===== config.mk =====
export PLATFORM = sky130hd
export DESIGN_NAME = infix_to_postfix_converter
export DESIGN_NICKNAME = d
export VERILOG_FILES = /design/src/design/i2p_pkg.sv /design/src/design/i2p_cell.sv /design/src/design/infix_to_postfix_converter.sv
export SDC_FILE = /design/constraint.sdc
export NUM_CORES = 1
export LEC_CHECK = 0
export ABC_AREA = 1
export BUFFER_PORTS_ARGS = -buffer_cell sky130_fd_sc_hd__buf_2
export CAP_MARGIN = 20
export CORE_MARGIN = 2
export CORE_UTILIZATION = 42
export CTS_BUF_LIST = sky130_fd_sc_hd__clkbuf_8
export CTS_CLUSTER_DIAMETER = 120
export CTS_CLUSTER_SIZE = 40
export DETAILED_ROUTE_END_ITERATION = 8
export GPL_TIMING_DRIVEN = 0
export PLACE_DENSITY_LB_ADDON = 0.2
export SLEW_MARGIN = 20
export SYNTH_ARGS = -nofsm -noshare
export SYNTH_HDL_FRONTEND = slang
export SYNTH_SLANG_ARGS = --single-unit

===== constraint.sdc =====
create_clock -name clk -period 12.8 [get_ports clk]
set_clock_uncertainty 0.2 [all_clocks]
set_input_delay 0.64 -clock clk [delete_from_list [all_inputs] [get_ports clk]]
set_output_delay 0.64 -clock clk [all_outputs]
set_load 0.02 [all_outputs]

===== src/design/i2p_pkg.sv =====
// i2p_pkg: shared types, constants and character helpers for the
// infix-to-postfix converter. No dependencies.

package i2p_pkg;

  localparam int CHAR_W         = 8;
  localparam int STACK_DEPTH_DEF = 16;

  localparam logic [CHAR_W-1:0] ASCII_NUL   = 8'h00;
  localparam logic [CHAR_W-1:0] ASCII_SPACE = 8'h20;
  localparam logic [CHAR_W-1:0] ASCII_OPEN  = 8'h28;  // '('
  localparam logic [CHAR_W-1:0] ASCII_CLOSE = 8'h29;  // ')'
  localparam logic [CHAR_W-1:0] ASCII_STAR  = 8'h2A;  // '*'
  localparam logic [CHAR_W-1:0] ASCII_PLUS  = 8'h2B;  // '+'
  localparam logic [CHAR_W-1:0] ASCII_MINUS = 8'h2D;  // '-'
  localparam logic [CHAR_W-1:0] ASCII_DOT   = 8'h2E;  // '.'
  localparam logic [CHAR_W-1:0] ASCII_SLASH = 8'h2F;  // '/'
  localparam logic [CHAR_W-1:0] ASCII_CARET = 8'h5E;  // '^'

  // closing-record status codes
  localparam logic [1:0] ST_OK        = 2'd0;
  localparam logic [1:0] ST_OVERFLOW  = 2'd1;
  localparam logic [1:0] ST_UNMATCHED = 2'd2;

  // kind of the character being worked on
  localparam logic [1:0] K_OP    = 2'd0;
  localparam logic [1:0] K_OPEN  = 2'd1;
  localparam logic [1:0] K_CLOSE = 2'd2;
  localparam logic [1:0] K_FIN   = 2'd3;

  localparam logic [2:0] PREC_NONE  = 3'd0;
  localparam logic [2:0] PREC_OPEN  = 3'd1;
  localparam logic [2:0] PREC_ADD   = 3'd2;
  localparam logic [2:0] PREC_MUL   = 3'd3;
  localparam logic [2:0] PREC_POW   = 3'd4;

  typedef struct packed {
    logic [CHAR_W-1:0] in_char;
    logic              finish;
  } i2p_in_t;

  typedef struct packed {
    logic [CHAR_W-1:0] out_char;
    logic              run_last;
    logic              expr_done;
    logic [1:0]        status;
  } i2p_out_t;

  // shift control for the row of stack cells
  typedef struct packed {
    logic push;
    logic pop;
  } i2p_stk_t;

  function automatic logic [2:0] prec(input logic [CHAR_W-1:0] ch);
    logic [2:0] p;
    unique case (ch) inside
      ASCII_CARET:              p = PREC_POW;
      ASCII_STAR, ASCII_SLASH:  p = PREC_MUL;
      ASCII_PLUS, ASCII_MINUS:  p = PREC_ADD;
      ASCII_OPEN:               p = PREC_OPEN;
      default:                  p = PREC_NONE;
    endcase
    return p;
  endfunction

  function automatic logic is_alnum(input logic [CHAR_W-1:0] ch);
    return (ch >= 8'h30 && ch <= 8'h39) || (ch >= 8'h41 && ch <= 8'h5A) ||
           (ch >= 8'h61 && ch <= 8'h7A);
  endfunction

  // whether another entry comes off the stack for this kind of character
  function automatic logic pop_more(input logic [1:0] kind, input logic [2:0] p,
                                    input logic [CHAR_W-1:0] top, input logic nonempty);
    logic m;
    unique case (kind)
      K_FIN:   m = nonempty;
      K_CLOSE: m = nonempty && (top != ASCII_OPEN);
      K_OP:    m = nonempty && (prec(top) >= p);
      default: m = 1'b0;
    endcase
    return m;
  endfunction

endpackage


===== src/design/i2p_cell.sv =====
// i2p_cell: one entry of the operator stack. Shifts toward the bottom on a
// push and toward the top on a pop. Depends on i2p_pkg.

module i2p_cell (
  input  logic                          clk,
  input  i2p_pkg::i2p_stk_t             ctrl,
  input  logic [i2p_pkg::CHAR_W-1:0]    from_above,
  input  logic [i2p_pkg::CHAR_W-1:0]    from_below,
  output logic [i2p_pkg::CHAR_W-1:0]    q
);
  import i2p_pkg::*;

  logic [CHAR_W-1:0] entry;

  always_ff @(posedge clk) begin
    if (ctrl.push) begin
      entry <= from_above;
    end else if (ctrl.pop) begin
      entry <= from_below;
    end
  end

  assign q = entry;

endmodule


===== src/design/infix_to_postfix_converter.sv =====
// infix_to_postfix_converter: shunting-yard converter, control FSM plus a
// row of i2p_cell stack entries. Depends on i2p_pkg and i2p_cell.
//
//   channel | direction | handshake               | beat type
//   char    | in        | char_valid / char_ready | i2p_in_t
//   text    | out       | text_valid / text_ready | i2p_out_t
//
// One character at a time. Letters, digits, signs and '.' are echoed;
// a space is dropped. An operator is accepted, then gets the leading space
// if owed, each popped entry (char, space) and the push/drop; finish takes
// the same steps but with the closing record in place of the push/drop.
// Cell 0 is the top of the stack.
// Reset (rst, synchronous) clears the count and flags; stack cells keep data.
// A stalled text beat holds the FSM; the next beat waits in the FSM, not lost.

module infix_to_postfix_converter #(
  parameter int STACK_DEPTH = i2p_pkg::STACK_DEPTH_DEF
) (
  input  logic              clk,
  input  logic              rst,
  input  logic              char_valid,
  output logic              char_ready,
  input  i2p_pkg::i2p_in_t  char_data,
  output logic              text_valid,
  input  logic              text_ready,
  output i2p_pkg::i2p_out_t text_data
);
  import i2p_pkg::*;

  localparam int CW = $clog2(STACK_DEPTH + 1);
  localparam logic [CW-1:0] FULL = CW'(STACK_DEPTH);

  localparam logic [2:0] S_IDLE  = 3'd0;
  localparam logic [2:0] S_CHAR  = 3'd1;
  localparam logic [2:0] S_SPACE = 3'd2;
  localparam logic [2:0] S_POPC  = 3'd3;
  localparam logic [2:0] S_ACT   = 3'd4;
  localparam logic [2:0] S_CLOSE = 3'd5;

  logic [2:0]        state, state_next;
  logic [CW-1:0]     count, count_next;
  logic              at_start, at_start_next;
  logic              need_space, need_space_next;
  logic              after_open, after_open_next;
  logic [1:0]        error_code, error_code_next;
  logic [CHAR_W-1:0] cur_char, cur_char_next;
  logic [1:0]        cur_kind, cur_kind_next;
  logic [2:0]        cur_prec, cur_prec_next;

  logic              emit_req, can_emit;
  i2p_out_t          emit_beat;
  i2p_stk_t          stk;

  logic [CHAR_W-1:0] cell_q [STACK_DEPTH];
  logic [CHAR_W-1:0] top_q;
  logic              nonempty, more;
  logic              accept;
  logic [CHAR_W-1:0] c_in;
  logic [1:0]        kind_in;

  // ---- stack: row of cells ----
  for (genvar i = 0; i < STACK_DEPTH; i++) begin : g_cell
    logic [CHAR_W-1:0] above, below;
    if (i == 0) begin : g_top
      assign above = cur_char;
    end else begin : g_mid
      assign above = cell_q[i-1];
    end
    if (i == STACK_DEPTH - 1) begin : g_bot
      assign below = '0;
    end else begin : g_up
      assign below = cell_q[i+1];
    end
    i2p_cell u_cell (
      .clk        (clk),
      .ctrl       (stk),
      .from_above (above),
      .from_below (below),
      .q          (cell_q[i])
    );
  end

  assign top_q    = cell_q[0];
  assign nonempty = (count != '0);
  assign more     = pop_more(cur_kind, cur_prec, top_q, nonempty);
  assign can_emit = !text_valid || text_ready;

  assign char_ready = (state == S_IDLE);
  assign accept     = char_valid && char_ready;
  assign c_in       = char_data.in_char;

  always_comb begin
    if (char_data.finish) begin
      kind_in = K_FIN;
    end else if (c_in == ASCII_CLOSE) begin
      kind_in = K_CLOSE;
    end else if (c_in == ASCII_OPEN) begin
      kind_in = K_OPEN;
    end else begin
      kind_in = K_OP;
    end
  end

  always_comb begin
    state_next      = state;
    count_next      = count;
    at_start_next   = at_start;
    need_space_next = need_space;
    after_open_next = after_open;
    error_code_next = error_code;
    cur_char_next   = cur_char;
    cur_kind_next   = cur_kind;
    cur_prec_next   = cur_prec;
    emit_req        = 1'b0;
    emit_beat       = '0;
    stk             = '0;

    unique case (state)
      S_IDLE: begin
        if (accept) begin
          cur_char_next = c_in;
          cur_kind_next = kind_in;
          cur_prec_next = prec(c_in);
          if (char_data.finish) begin
            state_next = need_space ? S_SPACE : (nonempty ? S_POPC : S_CLOSE);
          end else if (c_in == ASCII_SPACE) begin
            state_next = S_IDLE;
          end else if (is_alnum(c_in)) begin
            need_space_next = 1'b1;
            after_open_next = 1'b0;
            at_start_next   = 1'b0;
            state_next      = S_CHAR;
          end else if ((c_in == ASCII_MINUS && (at_start || after_open)) ||
                       c_in == ASCII_DOT) begin
            state_next = S_CHAR;
          end else begin
            need_space_next = 1'b0;
            at_start_next   = 1'b0;
            if (need_space) begin
              state_next = S_SPACE;
            end else if (pop_more(kind_in, prec(c_in), top_q, nonempty)) begin
              state_next = S_POPC;
            end else begin
              state_next = S_ACT;
            end
          end
        end
      end
      S_CHAR: begin
        emit_req           = 1'b1;
        emit_beat.out_char = cur_char;
        emit_beat.run_last = 1'b1;
        if (can_emit) begin
          state_next = S_IDLE;
        end
      end
      S_SPACE: begin
        // separator: leading space or the one after a popped entry
        emit_req           = 1'b1;
        emit_beat.out_char = ASCII_SPACE;
        emit_beat.run_last = (cur_kind != K_FIN) && !more;
        if (can_emit) begin
          if (more) begin
            state_next = S_POPC;
          end else begin
            state_next = (cur_kind == K_FIN) ? S_CLOSE : S_ACT;
          end
        end
      end
      S_POPC: begin
        emit_req           = 1'b1;
        emit_beat.out_char = top_q;
        if (can_emit) begin
          stk.pop    = 1'b1;
          count_next = count - CW'(1);
          state_next = S_SPACE;
        end
      end
      S_ACT: begin
        state_next = S_IDLE;
        case (cur_kind) inside
          K_OP, K_OPEN: begin
            if (count == FULL) begin
              if (error_code == ST_OK) error_code_next = ST_OVERFLOW;
            end else begin
              stk.push   = 1'b1;
              count_next = count + CW'(1);
            end
            if (cur_kind == K_OPEN) after_open_next = 1'b1;
          end
          K_CLOSE: begin
            if (nonempty) begin
              stk.pop    = 1'b1;  // drop the matching '('
              count_next = count - CW'(1);
            end else if (error_code == ST_OK) begin
              error_code_next = ST_UNMATCHED;
            end
          end
          default: ;
        endcase
      end
      S_CLOSE: begin
        emit_req            = 1'b1;
        emit_beat.out_char  = ASCII_NUL;
        emit_beat.run_last  = 1'b1;
        emit_beat.expr_done = 1'b1;
        emit_beat.status    = error_code;
        if (can_emit) begin
          count_next      = '0;
          at_start_next   = 1'b1;
          need_space_next = 1'b1;
          after_open_next = 1'b0;
          error_code_next = ST_OK;
          state_next      = S_IDLE;
        end
      end
      default: state_next = S_IDLE;
    endcase
  end

  always_ff @(posedge clk) begin
    if (rst) begin
      state      <= S_IDLE;
      count      <= '0;
      at_start   <= 1'b1;
      need_space <= 1'b1;
      after_open <= 1'b0;
      error_code <= ST_OK;
      text_valid <= 1'b0;
    end else begin
      state      <= state_next;
      count      <= count_next;
      at_start   <= at_start_next;
      need_space <= need_space_next;
      after_open <= after_open_next;
      error_code <= error_code_next;
      if (emit_req && can_emit) begin
        text_valid <= 1'b1;
      end else if (text_ready) begin
        text_valid <= 1'b0;
      end
    end
  end

  always_ff @(posedge clk) begin
    cur_char <= cur_char_next;
    cur_kind <= cur_kind_next;
    cur_prec <= cur_prec_next;
    if (emit_req && can_emit) begin
      text_data <= emit_beat;
    end
  end

  // ---- checks ----
  a_count_bound: assert property (@(posedge clk) disable iff (rst)
    count <= FULL)
    else $error("stack count beyond depth");

  a_pop_nonempty: assert property (@(posedge clk) disable iff (rst)
    state == S_POPC |-> count != '0)
    else $error("pop from empty stack");

  a_status_only_close: assert property (@(posedge clk) disable iff (rst)
    text_valid && !text_data.expr_done |-> text_data.status == ST_OK)
    else $error("status on a non-closing beat");

  a_close_resets: assert property (@(posedge clk) disable iff (rst)
    state == S_CLOSE && can_emit |=> count == '0 && at_start && need_space &&
      !after_open && error_code == ST_OK)
    else $error("state not cleared after closing record");

  a_ready_idle_out: assert property (@(posedge clk) disable iff (rst)
    char_ready && text_valid |-> text_data.run_last)
    else $error("new beat accepted while previous item still emitting");

endmodule


; ---- After elaboration in Yosys (flattened, before gate mapping)
; Index checks and enable logic that the tools add are counted.
[op_classes]
addsub = 2
magnitude_cmp = 8
n_eq_ne = 46
mux = 126
n_reduce_logical = 41
[op_table]
columns = operator, count
row1 = 8-bit two-way mux, 32
row2 = "8-bit by 6-bit == test with 1-bit output, second input constant", 13
row3 = 3-bit two-way mux, 30
row4 = 1-bit two-way mux, 36
row5 = 3-bit case mux with 4 select lines, 3
row6 = 5-bit two-way mux, 6
row7 = 8-bit case mux with 3 select lines, 1
row8 = 2-bit two-way mux, 9
row9 = "8-bit by 7-bit == test with 1-bit output, second input constant", 2
row10 = "8-bit by 7-bit greater-or-equal comparator with 1-bit output, second input constant", 2
row11 = "8-bit by 7-bit <= comparator with 1-bit output, second input constant", 2
row12 = "3-bit != test, second input constant", 5
row13 = 5-bit case mux with 3 select lines, 1
row14 = "2-bit != test, second input constant", 7
row15 = 6-bit AND reduction, 2
row16 = 2-bit OR reduction, 6
row17 = 1-bit logical AND, 10
row18 = "3-bit by 2-bit != test with 1-bit output, second input constant", 3
row19 = 1-bit case mux with 3 select lines, 3
row20 = "2-bit == test, second input constant", 4
row21 = "8-bit by 6-bit greater-or-equal comparator with 1-bit output, second input constant", 1
row22 = "8-bit by 6-bit <= comparator with 1-bit output, second input constant", 1
row23 = "2-bit by 1-bit != test with 1-bit output, second input constant", 4
row24 = "8-bit by 6-bit != test with 1-bit output, second input constant", 1
row25 = 22 further kinds, 39
[word_totals]
ff_bits = 167
output_inout_bits = 14
elab_cells = 253

; ---- Depth between registers and ports, before layout
[logic_depth]
depth_word = 31
ltp_mapped = 23
ltp_nobuf = 23

; ---- Cells and area by module
; Synthesis repeated with hierarchy kept, for this count alone.
[unflattened]
cells_unflattened = 862
area_unflattened_um2 = 7973.9
[by_module_without_submodules]
columns = mod, instances, cells_per_inst, area_each_um2
row1 = i2p_cell, 16, 35, 351.6
row2 = infix_to_postfix_converter, 1, 302, 2348.5

; ---- Least setup slack after synthesis
; OpenSTA, ideal clock, no wires.
[synth_path]
path_type = flip-flop to flip-flop
startpoint = register count[0]
endpoint = register g_cell[0].u_cell.entry[0] (enable)
setup_ns = 0.515
arrival_ns = 4.645
t_required_ns = 12.085
slack_ns = 7.439
path_stages_with_launch = 12
n_path_buf = 1
synth_period_minus_slack_ns = 5.361
cell_sequence = dfxtp_1 inv_1 ha_1 nand2_1 nor2_1 nand2_1 nand2_1 nand2_1 and3_1 buf_6 inv_4 nor2_2
[synth_via]
elab_chain_len = 6
elab_cells_between_ends = 10
[synth_rtl]
columns = element, line
row1 = "start, declared", infix_to_postfix_converter.sv:41  ; logic [CW-1:0] count, count_next;
row2 = "start signal, assigned", infix_to_postfix_converter.sv:232  ; count <= count_next;
row3 = 5-bit nonzero test, infix_to_postfix_converter.sv:84  ; assign nonempty = (count != '0);
row4 = 1-bit two-way mux, infix_to_postfix_converter.sv:192  ; if (nonempty) begin
row5 = 1-bit two-way mux (2 in series), infix_to_postfix_converter.sv:181  ; case (cur_kind) inside
row6 = 1-bit case mux with 2 select lines, infix_to_postfix_converter.sv:118  ; unique case (state)
row7 = 2-bit nonzero test (no line) (*), --
row8 = "end signal, assigned", i2p_cell.sv:17  ; entry <= from_above;
row9 = "end signal, assigned", i2p_cell.sv:19  ; entry <= from_below;
row10 = "end, declared", i2p_cell.sv:13  ; logic [CHAR_W-1:0] entry;
; Every way passes the cells marked *; elsewhere a longest branch is shown, timed or not.
; A chain may end at the register's enable or synchronous reset.

; ---- Worst setup path after layout
[layout_path]
startpoint = register count[0]
endpoint = register g_cell[6].u_cell.entry[2] (enable)
[layout_via]
elab_chain_len = 6
elab_cells_between_ends = 10
[layout_rtl]
columns = element, line
row1 = 5-bit nonzero test, infix_to_postfix_converter.sv:84
row2 = 1-bit two-way mux, infix_to_postfix_converter.sv:192
row3 = 1-bit two-way mux (2 in series), infix_to_postfix_converter.sv:181
row4 = 1-bit case mux with 2 select lines, infix_to_postfix_converter.sv:118
row5 = 2-bit nonzero test (no line) (*), --
row6 = "end signal, assigned", i2p_cell.sv:17
row7 = "end signal, assigned", i2p_cell.sv:19
row8 = "end, declared", i2p_cell.sv:13
; Marks and branches as above.

==> flow_summary.ini <==
[floorplanning]
pin_count = 27
fp-row-count = 49
start_util_pct = 43.0
placeableCoreArea_um2 = 18000
die_h_um = 140
dieArea_um2 = 19600
die_width_um = 140

[timing]
worstMarginPinSlew_ns = 0.728
drv_slew = 0
max_freq_mhz = 325
setup-tns-final_ns = 0
hold_violations = 0
post-route-period-util_pct = 24.0
rsz0062_at_grt = no
period_needed_ns = 3.07
finalSetupViolations = 0
max_slew_margin_pct = 51.4

[global_route]
grt_pass1_wl_um = 27700
grtUsageTotal_pct = 18.2
grt_pass1_vias = 5319
antenna_found_initial = 0
overflow = 0
grt_max_degree = 24
met3_usage_pct = 3.99
grt_util_met2_pct = 28.7
grt_util_met1_pct = 25.8
grt.busiest_layer = met2

[power_and_ir_drop]
powerDensity_nw_per_um2 = 214
ir_worst_vdd_uv = 122
leakage_nw = 3.55

[cts]
cts_hold_buf = 0
insertion_delay_ns = 0.45
cts_max_level = 4
cts.sinks = 167
root_buffer = clkbuf_8
cts_tree = done
post_cts_resize_count = 0
postCtsSetupBuffers = 0
cts_buffers = 17
path_clk_slew_ns = 0.09
clock_path_buffers = 2

[critical_path]
crit_path_start_kind = flop
crit_buf_inv = 6
worstReg2RegStart = count[0]
cpMostUsedCell = nand2_1
crit_type = flop to flop
cpMaxStageDelayCell = dfxtp_1
startpoint = count[0]
cp.arrival_ns = 3.04
critPathMaxStageDelay_ns = 0.43
path_cells = inv_1 > ha_1 > nand2_1 > nor2_1 > nand2_1 > nand2_1 > nand2_1 > and3_1 > buf_6 > inv_4 > nor2_4 > buf_16 > buf_16 > buf_16
crit_family = simple AND/OR/NAND/NOR gates
rr_endpoint = g_cell[6].u_cell.q[2]
cp_max_fo = 22
rr_worst_depth = 14
cp-endpoint = g_cell[6].u_cell.q[2]
cp.depth = 14
r2r_slack_ns = 9.73
cp.required_ns = 12.76
endpoint_kind = flop

[placed_design]
io_buffer_count = 25
gp_congestion = 0.817
dpl.hpwl_um = 11800
dp_cells = 1057

[cells_and_area]
fillers = 1706
layout_common_cells = nand2_1 (275), edfxtp_1 (153), inv_1 (83)
final_layout_size_suffix_gt1_share_pct = 13.6
stdcell_count = 1089
nets = 866
final_common_cell = nand2_1
syn_to_final_growth_pct = 12.5
num_antenna_cells = 0

[logic_synthesis]
postSynthAreaPerCell_um2 = 9.73
synthesis.area_um2 = 7750
synthXorXnorAreaFrac_pct = 0.565
synth-compound-area-share_pct = 9.02
synthAdderAreaFrac_pct = 0.969
syn_nets = 816
synth_top_family_by_area = simple AND/OR/NAND/NOR gates
synthCells = 797
synth-seq-cells = 167
ys_seq_area_share_pct = 62.9
synthMuxAreaShare_pct = 0
yosys_warnings = 0
yosys.area_share.simple_pct = 18.9
yosysUniqueCellTypes = 35

[detailed_routing]
via_per_inst = 4.98
first_pass_iters = 5
via_count = 5422
drcViolationCount = 0
drt-total-wl_um = 16900
drt_iter0_markers = 421
avgRoutedWirePerCell_um = 15.5
drtAntennaViolNets = 0

[hold_path]
hp-class = primary input to flop

[run]
drv_cap = 0

[status]
status = finished, final reports clean
[cells by family after synthesis]
logic type                 after synthesis
and+or+nand+nor                        362
AOI/OAI and AO/OA                      131
adders and majority gates                6
DFF                                    167
buffers and inverters                  126
xor gates and xnor gates                 5
[final cells by class]
class                      count  area (um2)  share of cell area, %
timing repair buffer          31         283                   3.24
tap                          229         287                   3.29
multi-input combinational    504        2300                   26.3
buffer                        31         231                   2.66
clock inverter                15         153                   1.75
sequential                   167        4870                   55.9
inverter                      95         359                   4.12
clock buffer                  17         234                   2.68
[cell usage after synthesis]
cell type | n | area [um2]
a211oi_1 | 2 | 15.0
a211oi_2 | 3 | 37.5
a21oi_1 | 19 | 95.1
a221oi_1 | 1 | 8.76
a22oi_1 | 1 | 7.51
a31oi_1 | 3 | 18.8
and3_1 | 1 | 6.26
buf_1 | 1 | 3.75
buf_2 | 8 | 40.0
buf_4 | 10 | 75.1
buf_6 | 9 | 101
clkbuf_1 | 3 | 11.3
dfxtp_1 | 14 | 280
edfxtp_1 | 153 | 4590
ha_1 | 6 | 75.1
inv_1 | 83 | 312
inv_2 | 11 | 41.3
inv_4 | 1 | 6.26
nand2_1 | 275 | 1030
nand2_2 | 1 | 6.26
nand3_1 | 21 | 105
nand3b_1 | 2 | 15.0
nand4_1 | 5 | 31.3
nor2_1 | 44 | 165
nor2_2 | 6 | 37.5
nor2_4 | 4 | 45.0
nor3_1 | 1 | 5.00
nor4_2 | 1 | 12.5
o211ai_1 | 2 | 15.0
o21ai_0 | 61 | 305
o21ai_1 | 38 | 190
o22ai_1 | 1 | 6.26
or2_1 | 1 | 6.26
xnor2_1 | 2 | 17.5
xor2_1 | 3 | 26.3
[metrics by stage]
stage	cell area [um2]	setup WS [ns]	hold slack (ns)	total power [W]	util, %
after floorplan	7750	7.44	0.241	0.00130	-
after global placement	8160	5.66	0.292	0.00147	45.3
after detailed placement	8330	9.69	0.292	0.00150	46.2
after CTS	8710	9.68	0.168	0.00188	48.3
after global routing	8720	9.44	0.166	0.00198	48.4
final	8720	9.73	0.194	0.00186	48.4
[report_power, final]
part	leakage, nW	internal, W	switching, W
sequential	1.53	0.000826	0.0000733
combinational	1.83	0.000196	0.000391
clock	0.194	0.000174	0.000201
[metal layers]
metal  vias up  wire, um
li1       2740         -
met1      2554      8270
met2       112      7820
met3        16       650
met4         0       166
met5         -         0
[flip-flops by register name (all words and copies together) (netlist names)]
signal and flops:
text_data 12, cur_char 8, after_open 1, g_cell.u_cell.q 128, cur_kind 2, cur_prec 3
count 5, error_code 2, text_valid 1, state 3, at_start 1, need_space 1
[worst min-delay path by stage]
stage	start	endpoint	slack [ns]	cells after the start
floorplan	at_start	at_start	0.24	2
global placement	error_code[0]	error_code[0]	0.29	2
detailed placement	error_code[0]	error_code[0]	0.29	2
CTS	char_data[7]	cur_char[6]	0.17	1
global route	char_data[5]	cur_char[4]	0.17	1
finish	char_data[7]	cur_char[6]	0.19	1
Power figures use the tool's default switching activity.
